[config.mk]
export PLATFORM = sky130hd
export DESIGN_NAME = tic_front
export DESIGN_NICKNAME = d
export VERILOG_FILES = /design/src/design/tic_pkg.sv /design/src/design/tic_front.sv
export SDC_FILE = /design/constraint.sdc
export NUM_CORES = 1
export LEC_CHECK = 0
export BUFFER_PORTS_ARGS = -buffer_cell sky130_fd_sc_hd__buf_2
export CORE_AREA = 3 3 277 279
export DETAILED_ROUTE_END_ITERATION = 8
export DIE_AREA = 0 0 280 282
export GPL_TIMING_DRIVEN = 0
export PLACE_DENSITY = 0.54
export SLEW_MARGIN = 20
export SYNTH_ARGS = -nofsm -noshare
export SYNTH_HDL_FRONTEND = slang
export SYNTH_SLANG_ARGS = --single-unit
[constraint.sdc]
create_clock -name vclk -period 14.1
set_input_delay 2.82 -clock vclk [all_inputs]
set_output_delay 2.82 -clock vclk [all_outputs]
set_load 0.01 [all_outputs]
[src/design/tic_pkg.sv]
// Shared types and constants for the triangle iso-contour segment block.
// Used by tic_front, tic_queue, tic_back and the top level; no dependencies.
package tic_pkg;

  // Coordinate width and derived datapath widths
  localparam int CW     = 32;
  localparam int TOLW   = 16;
  localparam int DW     = CW + 1;   // signed difference of two coordinates
  localparam int MW     = CW;       // magnitude of such a difference
  localparam int NSTEP  = MW;       // one quotient bit per divider stage
  localparam int NMETA  = NSTEP + 3; // operand, magnitude, product, divide stages
  localparam int NLANE  = 4;        // start x, start y, end x, end y
  localparam int QDEPTH = 4;
  localparam int QAW    = 2;

  // Configuration register indexes
  localparam int CFG_IW = 2;
  localparam logic [CFG_IW-1:0] REG_ISO = 2'd0;
  localparam logic [CFG_IW-1:0] REG_TOL = 2'd1;

  typedef enum logic [1:0] {
    KIND_NONE   = 2'd0,
    KIND_EDGE   = 2'd1,
    KIND_CROSS2 = 2'd2,
    KIND_CORNER = 2'd3
  } kind_t;

  typedef enum logic [1:0] {
    CLS_BELOW = 2'd0,
    CLS_ON    = 2'd1,
    CLS_ABOVE = 2'd2
  } cls_t;

  typedef struct packed {
    logic signed [CW-1:0] x;
    logic signed [CW-1:0] y;
    logic signed [CW-1:0] z;
  } corner_t;

  // Classified triangle: each end point is a corner, or a crossing
  // measured from base toward oth
  typedef struct packed {
    kind_t   kind;
    logic    s_cross;
    logic    e_cross;
    corner_t s_base;
    corner_t s_oth;
    corner_t e_base;
    corner_t e_oth;
  } item_t;

endpackage

[src/design/tic_front.sv]
// Front end: classifies the three corners against the on-depth band and
// picks the segment case and the end-point corners. Depends on tic_pkg.
module tic_front (
  input  logic signed [tic_pkg::CW-1:0]   ax,
  input  logic signed [tic_pkg::CW-1:0]   ay,
  input  logic signed [tic_pkg::CW-1:0]   az,
  input  logic signed [tic_pkg::CW-1:0]   bx,
  input  logic signed [tic_pkg::CW-1:0]   by_coord,
  input  logic signed [tic_pkg::CW-1:0]   bz,
  input  logic signed [tic_pkg::CW-1:0]   cx,
  input  logic signed [tic_pkg::CW-1:0]   cy,
  input  logic signed [tic_pkg::CW-1:0]   cz,
  input  logic signed [tic_pkg::CW-1:0]   iso_depth,
  input  logic        [tic_pkg::TOLW-1:0] tol,
  output tic_pkg::item_t                  item
);
  import tic_pkg::*;

  corner_t              v [3];
  cls_t                 c [3];
  logic signed [DW-1:0] band_lo;
  logic signed [DW-1:0] band_hi;
  logic signed [DW-1:0] zx [3];
  logic                 on0, on1, on2;
  logic [1:0]           k, m, n;

  assign v[0] = '{x: ax, y: ay,       z: az};
  assign v[1] = '{x: bx, y: by_coord, z: bz};
  assign v[2] = '{x: cx, y: cy,       z: cz};

  // Band edges, inclusive
  assign band_lo = {iso_depth[CW-1], iso_depth} - {{(DW-TOLW){1'b0}}, tol};
  assign band_hi = {iso_depth[CW-1], iso_depth} + {{(DW-TOLW){1'b0}}, tol};

  // Classify each corner
  always_comb begin
    for (int i = 0; i < 3; i++) begin
      zx[i] = {v[i].z[CW-1], v[i].z};
      if (zx[i] < band_lo)      c[i] = CLS_BELOW;
      else if (zx[i] > band_hi) c[i] = CLS_ABOVE;
      else                      c[i] = CLS_ON;
    end
  end

  assign on0 = (c[0] == CLS_ON);
  assign on1 = (c[1] == CLS_ON);
  assign on2 = (c[2] == CLS_ON);

  // Odd corner and its two neighbors, in list order
  always_comb begin
    if (c[1] == c[2])      k = 2'd0;
    else if (c[0] == c[2]) k = 2'd1;
    else                   k = 2'd2;
    m = (k == 2'd0) ? 2'd1 : 2'd0;
    n = (k == 2'd2) ? 2'd1 : 2'd2;
  end

  // Pick the segment case, first match wins
  always_comb begin
    item = '0;
    if (c[0] == c[1] && c[1] == c[2]) begin
      item.kind = KIND_NONE;
    end else if (on0 && on1) begin
      item.kind   = KIND_EDGE;
      item.s_base = v[0];
      item.e_base = v[1];
    end else if (on1 && on2) begin
      item.kind   = KIND_EDGE;
      item.s_base = v[1];
      item.e_base = v[2];
    end else if (on2 && on0) begin
      item.kind   = KIND_EDGE;
      item.s_base = v[2];
      item.e_base = v[0];
    end else if (!on0 && !on1 && !on2) begin
      item.kind    = KIND_CROSS2;
      item.s_cross = 1'b1;
      item.e_cross = 1'b1;
      item.s_base  = v[k];
      item.s_oth   = v[m];
      item.e_base  = v[k];
      item.e_oth   = v[n];
    end else if (on0 && c[1] != c[2]) begin
      item.kind    = KIND_CORNER;
      item.s_base  = v[0];
      item.e_cross = 1'b1;
      item.e_base  = v[1];
      item.e_oth   = v[2];
    end else if (on1 && c[0] != c[2]) begin
      item.kind    = KIND_CORNER;
      item.s_base  = v[1];
      item.e_cross = 1'b1;
      item.e_base  = v[0];
      item.e_oth   = v[2];
    end else if (on2 && c[0] != c[1]) begin
      item.kind    = KIND_CORNER;
      item.s_base  = v[2];
      item.e_cross = 1'b1;
      item.e_base  = v[0];
      item.e_oth   = v[1];
    end
  end

endmodule

Word level (Yosys, flattened, before mapping)
Index checks and enable logic that the tools add are counted.
Widths: inputs -> output; s select.
{ "classes": {"n_addsub": 2, "n_lt_le_gt_ge": 9, "n_eq_ne": 10, "muxes": 53, "bitwise_logic": 3, "n_reduce_logical": 13} }
{ "ops": {"columns": ["op", "n"], "rows": [
  ["$mux 96", 19],
  ["$mux 192", 4],
  ["$bmux 96 s2", 3],
  ["$mux 97", 4],
  ["$mux 386", 1],
  ["$gt 32x33->1", 3],
  ["$lt 32x33->1", 3],
  ["$mux 2", 20],
  ["$add 32x17->33", 1],
  ["$sub 32x17->33", 1],
  ["$ge 3x3->1 const B", 3],
  ["$logic_and 1x1->1", 9],
  ["$eq 2x1->1 const B", 3],
  ["$eq 2x2->1", 3],
  ["$ne 2x2->1", 3],
  ["$not 2->3", 2],
  ["$logic_not 1->1", 3],
  ["$not 1->3", 1],
  ["$eq 2x2->1 const B", 1],
  ["$logic_not 2->1", 1],
  ["$mux 1", 2]
]} }
{ "totals": {"regBits": 0, "inputBits": 336, "elab_cells": 90} }

Logic depth before layout (Yosys ltp)
{ "logic_depth": {"depth_word": 18, "depth_mapped": 36} }

Worst setup path after synthesis
Ideal clock, no wire load.
{ "synth_path": {"path_kind": "input to output", "start": "in iso_depth[0] (netlist bit)", "end": "out item[162] (netlist bit)", "t_arrival_ns": 9.531, "required_ns": 11.280, "setup_slack_ns": 1.749, "stages": 33, "path_buffers": 4, "cell_sequence": "inv_1 ha_1 fa_1 nor2b_1 o21ai_0 a21oi_1 o21ai_0 a21oi_1 o21ai_0 a21oi_1 o21ai_0 a21oi_1 o21ai_0 a21oi_1 clkbuf_1 nor2_1 a311oi_1 ha_1 a21o_1 a21o_1 a21o_1 a21o_1 a21o_1 a2111oi_0 a2bb2oi_2 buf_2 nand3b_1 and2_1 a31oi_4 buf_4 clkbuf_1 nor2_1 a221o_1"} }
{ "synth_lines": {"columns": ["item", "line", "text"], "rows": [
  ["from (decl)", "tic_front.sv:13", "input logic signed [tic_pkg::CW-1:0] iso_depth,"],
  ["to (decl)", "tic_front.sv:15", "output tic_pkg::item_t item"]
]} }

==> impl_metrics.ini <==
[worst_setup_path]
cp_max_fo = 10
crit_slowest_cell = a2111oi_2
worstSetupPathType = input pin to primary output
crit_required_ns = 11.28
cp_data_arrival_time_ns = 10.92
crit_path_end_kind = primary output
critPathMaxStageDelay_ns = 0.50
crit_path_start_kind = input pin

[cells_and_area]
final_util_pct = 33.1
synthToLayoutAreaGrowth_pct = 25.7
fillCellCount = 8367
multi_input_area_um2 = 18100
final_nets = 4301
design_area_um2 = 24700
n_clock_buffer = 0
final-seq-area_um2 = 0
stdcell_count = 4727
numSequentialCells = 0
drive_gt1_share_pct = 23.6

[grt]
grt_max_degree = 12
antenna_found_initial = 21
gr-total-overflow = 0
grt_usage_pct = 29.9
grt_pass1_wl_mm = 182
grt_pass1_vias = 26562

[place]
dpl_worst_slack_ns = -1.01
dp_cells = 4699
postPlaceCellArea_um2 = 24500
place.gp.congestion = 0.966
place_hpwl_mm = 98.9
port_buffers = 716

[route]
antenna_left = 0
route.detailed.drc = 0
wl_per_cell_um = 27.1
vias = 29785
avgViaCountPerCell = 6.30
first_pass_iters = 6
routed_wl_mm = 128
drt_iter0_drc = 3908

[yosys]
synth_top_area_share_pct = 14.1
syn_nets = 3572
synth.area.top_cells = ha_1 (14%), a21oi_1 (9.3%), o22ai_1 (9.2%)
synth_area_per_cell_um2 = 6.51
synthDistinctLibCells = 89
yosysWarnings = 0
synth_top_area_cell = ha_1
synthTopCellsByCount = a21oi_1 (366), o22ai_1 (288), nor2_1 (269)
synth_seq_area_share_pct = 0
synth_cells = 3013
synth.most_common_cell = a21oi_1
syn-cell-area_um2 = 19600

[run]
max_cap_violations = 0

[power_and_ir_drop]
vdd_drop_max_v = 0.0000357
power_density_nw_per_um2 = 122
p_leak_nw = 11.7

[die]
core_area_um2 = 74400
die_w_um = 280
num_io_pins = 724
die-area_um2 = 79000
die_y_um = 282
start_util_pct = 26.4
rows = 100

[outcome]
status = completed

[timing]
finalHoldViolCount = 0
setup_slack_ns = 0.361
max_slew.worst_pin.slew_ns = 0.926
rsz0062_at_grt = true
drv_slew = 0
post-route-period-util_pct = 97.4
layout_min_cycle_time_ns = 13.74
maxSlewHeadroom_pct = 38.3
setup_violations = 0
max_freq_ghz = 0.0728

[min_path]
hold_class = input pin to primary output

[cts]
hold_buffers = 0
[report_power, final]
| group | switching, mW | leakage (nW) | internal [mW] | total (mW) |
|---|---|---|---|---|
| Sequential | 0 | 0 | 0 | 0 |
| Clock | 0 | 0.000117 | 0.0000000784 | 0.0000000785 |
| Combinational | 1.93 | 11.7 | 1.09 | 3.02 |
[worst paths after layout]
kind	from	endpoint	slack [ns]	cells after the start
max	iso_depth[0]	item[375]	0.36	40
min	ay[2]	item[226]	6.01	4
[timing repair]
item / CTS / global route
buffers inserted: 3 / 7
setup endpoints to repair: 384 / 309
pin swaps: 2 / 4
cloned: 0 / 0
hold endpoints to repair: 0 / 0
resized for setup: 10 / 32
[layout make-up]
cell class | count | area share, %
inverter | 53 | 0.806
buffer | 322 | 5.67
tap | 969 | 4.91
antenna | 18 | 0.183
timing repair buffer | 727 | 14.9
multi-input combinational | 2638 | 73.5
[per-stage QoR]
stage	total power [mW]	TNS, ns	hold WS (ns)
after floorplan	1.72	0	5.76
after global placement	2.91	-323.85	6.01
after detailed placement	2.93	-225.91	6.01
after CTS	2.95	0	6.01
after global routing	3.20	-0.164	6.02
final	3.02	0	6.01
[cell usage in the layout, fill, tap and decap left out, types with 5 or more instances in the layout]
master | netlist | layout
buf_2 | 77 | 790
a21oi_1 | 366 | 365
o22ai_1 | 288 | 288
nor2_1 | 269 | 267
nand2_1 | 260 | 259
ha_1 | 221 | 221
clkbuf_1 | 212 | 196
o21ai_0 | 137 | 137
nor3_1 | 109 | 109
a211o_1 | 100 | 100
a221o_1 | 99 | 99
a221oi_1 | 97 | 97
a22oi_1 | 97 | 97
mux2i_1 | 96 | 96
a22o_1 | 96 | 96
a21o_1 | 65 | 65
inv_1 | 51 | 51
xnor2_1 | 35 | 35
nand3_1 | 34 | 34
nor2b_1 | 33 | 33
nand4_1 | 30 | 30
buf_4 | 10 | 21
clkbuf_2 | 0 | 19
diode_2 | 0 | 18
nand2b_1 | 16 | 16
buf_1 | 20 | 16
xor2_1 | 13 | 13
or3_1 | 11 | 11
o211ai_1 | 10 | 10
or4_1 | 10 | 10
nor4_1 | 10 | 10
o21a_1 | 8 | 8
a311oi_1 | 8 | 7
a211oi_1 | 7 | 7
and3_1 | 6 | 6
or2_2 | 5 | 5
and4_1 | 5 | 5
a2111oi_0 | 6 | 5
[cell families (layout without fill, tap and decap cells)]
kind of cell | count (synthesis) | in the layout | share of synthesized area, %
compound gates | 1443 | 1443 | 51.1
other cells | 0 | 18 | 0
mux | 97 | 97 | 5.01
simple gates | 823 | 823 | 19.0
xor+xnor | 52 | 52 | 2.63
fa+ha+maj | 223 | 223 | 14.3
buf+inv | 375 | 1102 | 7.97
[worst max-delay path, delay by kind of cell]
kind	cells	cell delay [ns]
compound gates	21	4.24
buf+inv	11	2.13
fa+ha+maj	3	0.87
simple gates	5	0.81
[routing by layer]
layer	up-vias	routed length [um]	GRT usage (%)
met2	1855	58400	48.9
li1	13364	-	-
met3	226	11600	4.69
met4	0	4790	10.3
met1	14340	53100	39.8
met5	-	0	0
Note: power is estimated with default switching activity, not from simulation.
